File: src/design/pen_pkg.sv
`timescale 1ns / 1ps
`default_nettype none
// ----------------------------------------------------------------------------
// pen_pkg
// shared types and constants of the prewitt edge unit with peak suppression
// ----------------------------------------------------------------------------
package pen_pkg;

    localparam int PIX_W      = 8;
    localparam int EDGE_W     = 13;
    localparam int CFG_IDX_W  = 2;
    localparam int CFG_DATA_W = 13;
    localparam int FW_W       = 11;
    localparam int FH_W       = 13;
    localparam int GRAD_W     = 11;
    localparam int SQ_W       = 20;
    localparam int MAG_W      = 21;
    localparam int ROOT_W     = 29;
    localparam int TAP_W      = 4;
    localparam int STEP_W     = 4;
    localparam int DIV3_SHIFT = 17;

    localparam logic [CFG_IDX_W-1:0] REG_FRAME_WIDTH  = 2'd0;
    localparam logic [CFG_IDX_W-1:0] REG_FRAME_HEIGHT = 2'd1;

    localparam logic [FW_W-1:0]   FW_RESET   = 11'd640;
    localparam logic [FH_W-1:0]   FH_RESET   = 13'd480;
    localparam logic [TAP_W-1:0]  TAP_LAST   = 4'd8;
    localparam logic [STEP_W-1:0] STEP_LAST  = 4'd14;
    localparam logic [15:0]       DIV3_RECIP = 16'hAAAB;
    localparam logic [ROOT_W-1:0] ROOT_BIT0  = 29'h1000_0000;

    localparam logic [1:0] SEL_CENTER = 2'd0;
    localparam logic [1:0] SEL_N1     = 2'd1;
    localparam logic [1:0] SEL_N2     = 2'd2;

    typedef struct packed {
        logic             cmd;
        logic [PIX_W-1:0] pixel;
    } px_item_t;

    typedef struct packed {
        logic [EDGE_W-1:0] edge_value;
        logic              frame_last;
    } res_item_t;

    typedef enum logic [3:0] {
        ST_IDLE,
        ST_DECIDE,
        ST_GRAD,
        ST_GWRITE,
        ST_MRD,
        ST_MLAT,
        ST_MSQX,
        ST_MSQY,
        ST_KEEP,
        ST_SQRT,
        ST_DIV,
        ST_FIN
    } pen_state_t;

    typedef struct packed {
        logic             item_load;
        logic             cfg_write;
        logic             decide;
        logic             grad_run;
        logic [TAP_W-1:0] tap;
        logic             grad_write;
        logic             mag_rd;
        logic             mag_lat;
        logic             mag_sqx;
        logic             mag_sqy;
        logic [1:0]       sel;
        logic             sq_init;
        logic             sq_step;
        logic             div3;
        logic             out_load;
        logic             commit;
    } pen_cmd_t;

    typedef struct packed {
        logic drop;
        logic need_grad;
        logic need_out;
        logic border;
        logic keep;
        logic out_space;
    } pen_stat_t;

endpackage
`default_nettype wire

File: src/design/pen_ctrl.sv
`timescale 1ns / 1ps
`default_nettype none
// ----------------------------------------------------------------------------
// pen_ctrl
// sequencer stepping each item through gradient, magnitude, root and output
// ----------------------------------------------------------------------------
module pen_ctrl (
    input  wire logic              clk,
    input  wire logic              rst_n,
    input  wire logic              px_valid,
    output logic                   px_ready,
    input  wire logic              cfg_valid,
    output logic                   cfg_ready,
    input  wire pen_pkg::pen_stat_t stat,
    output pen_pkg::pen_cmd_t      cmd
);

    pen_pkg::pen_state_t            state_reg, state_next;
    logic [pen_pkg::TAP_W-1:0]      tap_reg, tap_next;
    logic [1:0]                     sel_reg, sel_next;
    logic [pen_pkg::STEP_W-1:0]     step_reg, step_next;
    logic                           fin_go;

    always_ff @(posedge clk or negedge rst_n)
    begin
        if (!rst_n)
        begin
            state_reg <= pen_pkg::ST_IDLE;
            tap_reg   <= '0;
            sel_reg   <= pen_pkg::SEL_CENTER;
            step_reg  <= '0;
        end
        else
        begin
            state_reg <= state_next;
            tap_reg   <= tap_next;
            sel_reg   <= sel_next;
            step_reg  <= step_next;
        end
    end

    assign fin_go = (state_reg == pen_pkg::ST_FIN) && (!stat.need_out || stat.out_space);

    always_comb
    begin
        state_next = state_reg;
        tap_next   = '0;
        sel_next   = sel_reg;
        step_next  = '0;
        unique case (state_reg)
            pen_pkg::ST_IDLE:
            begin
                if (px_valid)
                    state_next = pen_pkg::ST_DECIDE;
            end
            pen_pkg::ST_DECIDE:
            begin
                sel_next = pen_pkg::SEL_CENTER;
                priority if (stat.drop)
                    state_next = pen_pkg::ST_IDLE;
                else if (stat.need_grad)
                    state_next = pen_pkg::ST_GRAD;
                else if (stat.need_out && !stat.border)
                    state_next = pen_pkg::ST_MRD;
                else
                    state_next = pen_pkg::ST_FIN;
            end
            pen_pkg::ST_GRAD:
            begin
                tap_next = tap_reg + 1'b1;
                if (tap_reg == pen_pkg::TAP_LAST)
                    state_next = pen_pkg::ST_GWRITE;
            end
            pen_pkg::ST_GWRITE:
            begin
                if (stat.need_out && !stat.border)
                    state_next = pen_pkg::ST_MRD;
                else
                    state_next = pen_pkg::ST_FIN;
            end
            pen_pkg::ST_MRD:  state_next = pen_pkg::ST_MLAT;
            pen_pkg::ST_MLAT: state_next = pen_pkg::ST_MSQX;
            pen_pkg::ST_MSQX: state_next = pen_pkg::ST_MSQY;
            pen_pkg::ST_MSQY:
            begin
                if (sel_reg == pen_pkg::SEL_N2)
                    state_next = pen_pkg::ST_KEEP;
                else
                begin
                    sel_next   = sel_reg + 1'b1;
                    state_next = pen_pkg::ST_MRD;
                end
            end
            pen_pkg::ST_KEEP:
            begin
                state_next = stat.keep ? pen_pkg::ST_SQRT : pen_pkg::ST_FIN;
            end
            pen_pkg::ST_SQRT:
            begin
                step_next = step_reg + 1'b1;
                if (step_reg == pen_pkg::STEP_LAST)
                    state_next = pen_pkg::ST_DIV;
            end
            pen_pkg::ST_DIV: state_next = pen_pkg::ST_FIN;
            pen_pkg::ST_FIN:
            begin
                if (fin_go)
                    state_next = pen_pkg::ST_IDLE;
            end
            default: state_next = pen_pkg::ST_IDLE;
        endcase
    end

    always_comb
    begin
        px_ready       = (state_reg == pen_pkg::ST_IDLE);
        cfg_ready      = (state_reg == pen_pkg::ST_IDLE) && !px_valid;
        cmd            = '0;
        cmd.item_load  = px_ready && px_valid;
        cmd.cfg_write  = cfg_ready && cfg_valid;
        cmd.decide     = (state_reg == pen_pkg::ST_DECIDE) && !stat.drop;
        cmd.grad_run   = (state_reg == pen_pkg::ST_GRAD);
        cmd.tap        = tap_reg;
        cmd.grad_write = (state_reg == pen_pkg::ST_GWRITE);
        cmd.mag_rd     = (state_reg == pen_pkg::ST_MRD);
        cmd.mag_lat    = (state_reg == pen_pkg::ST_MLAT);
        cmd.mag_sqx    = (state_reg == pen_pkg::ST_MSQX);
        cmd.mag_sqy    = (state_reg == pen_pkg::ST_MSQY);
        cmd.sel        = sel_reg;
        cmd.sq_init    = (state_reg == pen_pkg::ST_KEEP) && stat.keep;
        cmd.sq_step    = (state_reg == pen_pkg::ST_SQRT);
        cmd.div3       = (state_reg == pen_pkg::ST_DIV);
        cmd.out_load   = fin_go && stat.need_out;
        cmd.commit     = fin_go;
    end

endmodule
`default_nettype wire

File: config.mk
export PLATFORM = sky130hd
export DESIGN_NAME = pen_ctrl
export DESIGN_NICKNAME = d
export VERILOG_FILES = /design/src/design/pen_pkg.sv /design/src/design/pen_ctrl.sv
export SDC_FILE = /design/constraint.sdc
export NUM_CORES = 1
export LEC_CHECK = 0
export ABC_CLOCK_PERIOD_IN_PS = 4550
export BUFFER_PORTS_ARGS = -buffer_cell sky130_fd_sc_hd__buf_2
export CAP_MARGIN = 40
export CORE_MARGIN = 2
export CORE_UTILIZATION = 53
export DETAILED_ROUTE_END_ITERATION = 8
export PLACE_DENSITY = 0.92
export SYNTH_ARGS = -nofsm -noshare
export SYNTH_HDL_FRONTEND = slang
export SYNTH_SLANG_ARGS = --single-unit
File: constraint.sdc
create_clock -name clk -period 4.55 [get_ports clk]
set_clock_uncertainty 0.1 [all_clocks]
set_input_delay 0.455 -clock clk [delete_from_list [all_inputs] [get_ports clk]]
set_output_delay 0.455 -clock clk [all_outputs]
set_load 0.01 [all_outputs]
==> flow_summary_export.csv, run 1 <==
group,metric,value,unit
global_routing,grt-ovfl-total,0,
synthesis,synth.area.mux_share,3.92,%
synthesis,synthAdderAreaFrac,6.54,%
synthesis,syn_area_per_cell,9.03,um2
global_routing,grt_pass1_vias,768,
sta,relSlewSlack,72.4,%
cts,clockRootBuffer,"clkbuf_4",
global_routing,track_usage,21.1,%
die,die_area,2160,um2
sta,tightestPinTransition,0.413,ns
sta,fmax,0.437,GHz
die,fp-row-count,15,
placed_design,placement.cell_area,1120,um2
power,p_per_area,523,nW/um2
synthesis,netlist_area,957,um2
die,initial_utilization,56.0,%
critical_path,cp_data_arrival_time,1.73,ns
flow_run,drv_cap,0,
synthesis,synthSimpleGateAreaFrac,28.0,%
placed_design,gp_congestion,0.872,
synthesis,synth_area_leader_cell,"dfrtp_1",
die,core_region_area,1710,um2
sta,setup_ws,2.26,ns
synthesis,syn_inst,106,
synthesis,synth_top_cells_by_count,"nor2_1 (16), dfrtp_1 (14), inv_1 (8), nand2_1 (6)",
sta,layout_min_cycle_time,2.29,ns
worst_hold_path,min_from,"stat[4]",
sta,tns,0,ns
finish,area.growth.synth_to_final,20.4,%
synthesis,yosysTopAreaCellShare,36.6,%
synthesis,yosysSeqAreaShare,36.6,%
sta,final_max_slew_viol_count,0,
synthesis,synth_ff_type,"dfrtp_1",
sta,rsz0062_at_grt,"false",
placed_design,hpwl,1670,um
global_routing,grt_pass1_wl,3220,um
placed_design,io_buffers,31,
critical_path,startpoint_type,"register",
critical_path,cp_max_fo,15,
synthesis,async_flop_share,100,%
detailed_routing,wirelength,2060,um
critical_path,startpoint,"state_reg[2]",
detailed_routing,routed_via_density,5.32,
die,io_pins,32,
power,ir_drop,0.000268,V
detailed_routing,drc,0,
synthesis,synthTopCellsByArea,"dfrtp_1 (37%), ha_1 (6.5%), nor2_1 (6.3%), and2_1 (3.3%), inv_1 (3.1%)",
die,die_h,46.5,um
critical_path,rr_startpoint,"state_reg[2]",
power,p_leak,0.592,nW
cts,cts_tree,"done",
synthesis,ys_ff_latch,14,
cts,cts-htree-levels,1,
global_routing,antenna_found_initial,0,
finish,fin_nets,153,
cts,clkLatencyLatePin,0.27,ns
global_routing,grt_start_max_net_pins,16,
worst_hold_path,hp-class,"in2reg",
finish,post-route-util,67.5,%
synthesis,yosys_warnings,0,
finish,fin_area,1150,um2
die,die_w,46.5,um
detailed_routing,antenna_left,0,
placed_design,dp.cells,157,
power,power.total,0.603,mW
finish,n_antenna_cell,0,
run_status,status,"completed",
detailed_routing,firstDrtPassIters,4,
cts,clkTransAtPathRegs,0.08,ns
synthesis,synth_edf_count,0,
sta,setup_violations,0,
detailed_routing,num_vias,856,
sta,hold_viol,0,
cts,cts_sinks,14,
detailed_routing,drtIter0Drc,12,
critical_path,end_kind,"primary output",
finish,layout.cells.non_filler,161,
sta,holdWs,0.324,ns
synthesis,synth_top_family_by_area,"simple AND/OR/NAND/NOR gates",
synthesis,synthXorXnorAreaFrac,4.58,%
cts,cts_buffers,3,
synthesis,synth_compound_area_share,14.4,%
critical_path,path_class,"reg2out",
placed_design,pre_cts_ws,2.56,ns
detailed_routing,wl_per_cell,12.8,um
critical_path,critPathRequiredTime,3.99,ns
finish,drive_gt1_share,34.6,%
synthesis,yosysMostFrequentCell,"nor2_1",
sta,period_share,50.3,%
cts,cts_buffer_depth,2,
synthesis,ys_types,39,
cts,post-cts-setup-buffer-count,0,
synthesis,synth_nets,121,
layout by cell type (no fill, tap or decap), types with 2 or more instances in the layout:
| cell type | instances |
|---|---|
| nor2_1 | 16 |
| nor3_1 | 4 |
| inv_1 | 8 |
| o21ai_0 | 4 |
| xor2_1 | 2 |
| dfrtp_1 | 14 |
| nand3b_1 | 2 |
| and2_1 | 5 |
| nand2b_1 | 4 |
| mux2_2 | 2 |
| ha_1 | 5 |
| nand3_1 | 3 |
| or2_2 | 2 |
| xnor2_1 | 3 |
| clkbuf_4 | 3 |
| nand2_1 | 6 |
| buf_2 | 31 |
cell families after synthesis:
kind of cell	Yosys count
xor+xnor	5
simple gates	49
buf+inv	14
compound gates	16
flops	14
fa+ha+maj	5
mux	3
path summary, 6_finish.rpt:
kind | end | slack [ns] | cells past startpoint
hold / removal | state_reg[2] | 0.32 | 2
hold reg to reg | tap_reg[0] | 0.40 | 1
max in group asynchronous | step_reg[1] | 3.62 | 2
setup reg to reg | state_reg[0] | 2.56 | 5
setup / recovery | cmd[17] | 2.26 | 4
min in group asynchronous | state_reg[1] | 0.50 | 2
layout make-up:
| type | instances | area, um2 |
|---|---|---|
| clock buffer | 3 | 22.5 |
| tap | 25 | 31.3 |
| inverter | 9 | 33.8 |
| timing repair buffer | 32 | 165 |
| fill | 142 | 556 |
| sequential | 14 | 350 |
| multi-input combinational | 78 | 549 |
critical path, stage by stage, from the launching register on:
cell	delay, ns
dfrtp_1	0.53
or2_2	0.39
or3_1	0.36
inv_1	0.07
buf_2	0.12
routing by layer:
layer | GRT usage [%] | up-vias | part of all wire, %
li1 | - | 422 | -
met1 | 26.4 | 408 | 43
met2 | 36.1 | 26 | 52
met3 | 3.53 | 0 | 4.6
met4 | 8.00 | 0 | 0
met5 | 0 | - | 0
repair_timing:
item / in CTS / in global routing
hold buffers: 1 / 0
gates resized for setup: 0 / 0
setup endpoints to repair: 0 / 0
hold endpoints to repair: 14 / 0
power by group:
part           switching [mW]  internal, mW
sequential             0.0677         0.152
clock                  0.0341        0.0306
combinational           0.171         0.148
total                   0.273         0.330
No activity file was read; power rests on OpenSTA's default activity.
==> inputs of run 2 (changes only) <==
ABC_CLOCK_PERIOD_IN_PS = 2300   (was 4550)
CORE_UTILIZATION = 49   (was 53)
PLACE_DENSITY = 0.87   (was 0.92)
clock period = 2.3 ns   (was 4.55 ns; I/O delays follow)
==> flow_summary_export.csv, run 2 (synthesized netlist as in run 1, its figures left out) <==
group,metric,value,unit
run_status,status,"completed",
die,io_pins,32,
finish,fin_nets,153,
die,initial_utilization,53.7,%
cts,cts_tree,"done",
detailed_routing,drc,0,
sta,final_max_slew_viol_count,0,
critical_path,startpoint_type,"register",
placed_design,placement.cell_area,1120,um2
placed_design,hpwl,1560,um
critical_path,worst_path_dominant_cell_family,"simple AND/OR/NAND/NOR gates",
power,p_per_area,1030,nW/um2
critical_path,path_class,"reg2out",
critical_path,cpPeakStageDelay,0.61,ns
detailed_routing,wirelength,1970,um
sta,rsz0062_at_grt,"true",
finish,fin_area,1160,um2
finish,area.growth.synth_to_final,21.4,%
sta,tns,0,ns
detailed_routing,wl_per_cell,12.2,um
global_routing,grt-ovfl-total,0,
cts,cts-htree-levels,1,
finish,layout.cells.most_common,"buf_2",
die,die_h,48.2,um
global_routing,antenna_found_initial,0,
die,die_w,48.2,um
cts,cts_buffers,3,
power,power.total,1.20,mW
global_routing,grt_pass1_wl,3020,um
sta,tightestPinTransition,0.426,ns
die,die_area,2320,um2
finish,drive_gt1_share,35.3,%
critical_path,cp_num_buf_inv,1,
finish,n_antenna_cell,0,
die,fp-row-count,15,
critical_path,critPathSlowestCell,"dfrtp_1",
power,ir_drop,0.000881,V
placed_design,gp_congestion,0.764,
critical_path,critPathRequiredTime,1.97,ns
cts,post-cts-setup-buffer-count,0,
sta,setup_violations,0,
detailed_routing,routed_via_density,5.24,
sta,hold_viol,0,
global_routing,grt_start_max_net_pins,16,
finish,layout_common_cells,"buf_2 (31), nor2_1 (16), dfrtp_1 (13)",
cts,cts_sinks,14,
critical_path,crit_chain,"nand2_1 > nor3b_1 > and2_1 > buf_2",
global_routing,track_usage,18.6,%
flow_run,drv_cap,0,
sta,fmax,0.467,GHz
worst_hold_path,hp-class,"in2reg",
critical_path,end_kind,"primary output",
cts,cts_buffer_depth,2,
sta,layout_min_cycle_time,2.14,ns
power,p_leak,0.593,nW
detailed_routing,drtIter0Drc,15,
global_routing,grt_pass1_vias,719,
detailed_routing,antenna_left,0,
placed_design,io_buffers,31,
cts,clkTransAtPathRegs,0.08,ns
critical_path,cp_data_arrival_time,1.81,ns
detailed_routing,num_vias,844,
cts,clockRootBuffer,"clkbuf_4",
cts,clkLatencyLatePin,0.27,ns
critical_path,cp_max_fo,13,
sta,relSlewSlack,71.6,%
sta,period_share,93.2,%
die,core_region_area,1780,um2
detailed_routing,firstDrtPassIters,4,
-- run 2: changes by cell type in the layout (fill, tap and decap cells not counted) --
cell / change
nor4_2: -1
dfrtp_1: -1
nor4_4: +1
dfrtp_2: +1
-- run 2: layout make-up --
cell class / count / area (um2)
clock buffer: 3 / 22.5
fill: 154 / 621
inverter: 9 / 33.8
multi-input combinational: 78 / 558
sequential: 14 / 352
tap: 25 / 31.3
timing repair buffer: 32 / 165
-- run 2: worst paths after layout --
| path | cells past startpoint | to | start | slack (ns) |
|---|---|---|---|---|
| max in group asynchronous | 2 | state_reg[0] | rst_n | 1.58 |
| hold reg to reg | 1 | step_reg[0] | step_reg[0] | 0.39 |
| min in group asynchronous | 2 | step_reg[0] | rst_n | 0.27 |
| hold / removal | 2 | state_reg[2] | stat[4] | 0.1 |
| setup reg to reg | 4 | state_reg[0] | state_reg[1] | 0.37 |
| setup / recovery | 4 | cmd[1] | state_reg[1] | 0.16 |
-- run 2: repair_timing --
item / CTS / global route
gates resized for setup: 0 / 2
hold endpoints to repair: 14 / 0
endpoints found under the setup margin: 0 / 2
hold buffers: 1 / 0
-- run 2: power breakdown --
part           switching, mW  internal (mW)  leakage [nW]
Sequential             0.143          0.302         0.187
Combinational          0.329          0.298         0.393
Clock                 0.0703         0.0606        0.0138
-- run 2: per-layer routing --
metal  up-vias  track usage [%]  part of all wire [%]
met5         -                0                     0
met4         0             3.78                  0.31
met3         2             5.56                   8.2
met2        30             30.8                    49
met1       387             24.2                    43
li1        425                -                     -
-- run 2: per-stage QoR --
step	instances	util, %	setup slack (ns)	hold slack [ns]
2_1_floorplan	106	-	0.572	-0.166
3_3_place_gp	157	62.8	0.442	0.0329
3_5_place_dp	157	62.8	0.386	0.0383
4_1_cts	161	64.6	0.127	0.0826
5_1_grt	161	65.2	-0.0273	0.0806
6_report	161	65.2	0.157	0.0979
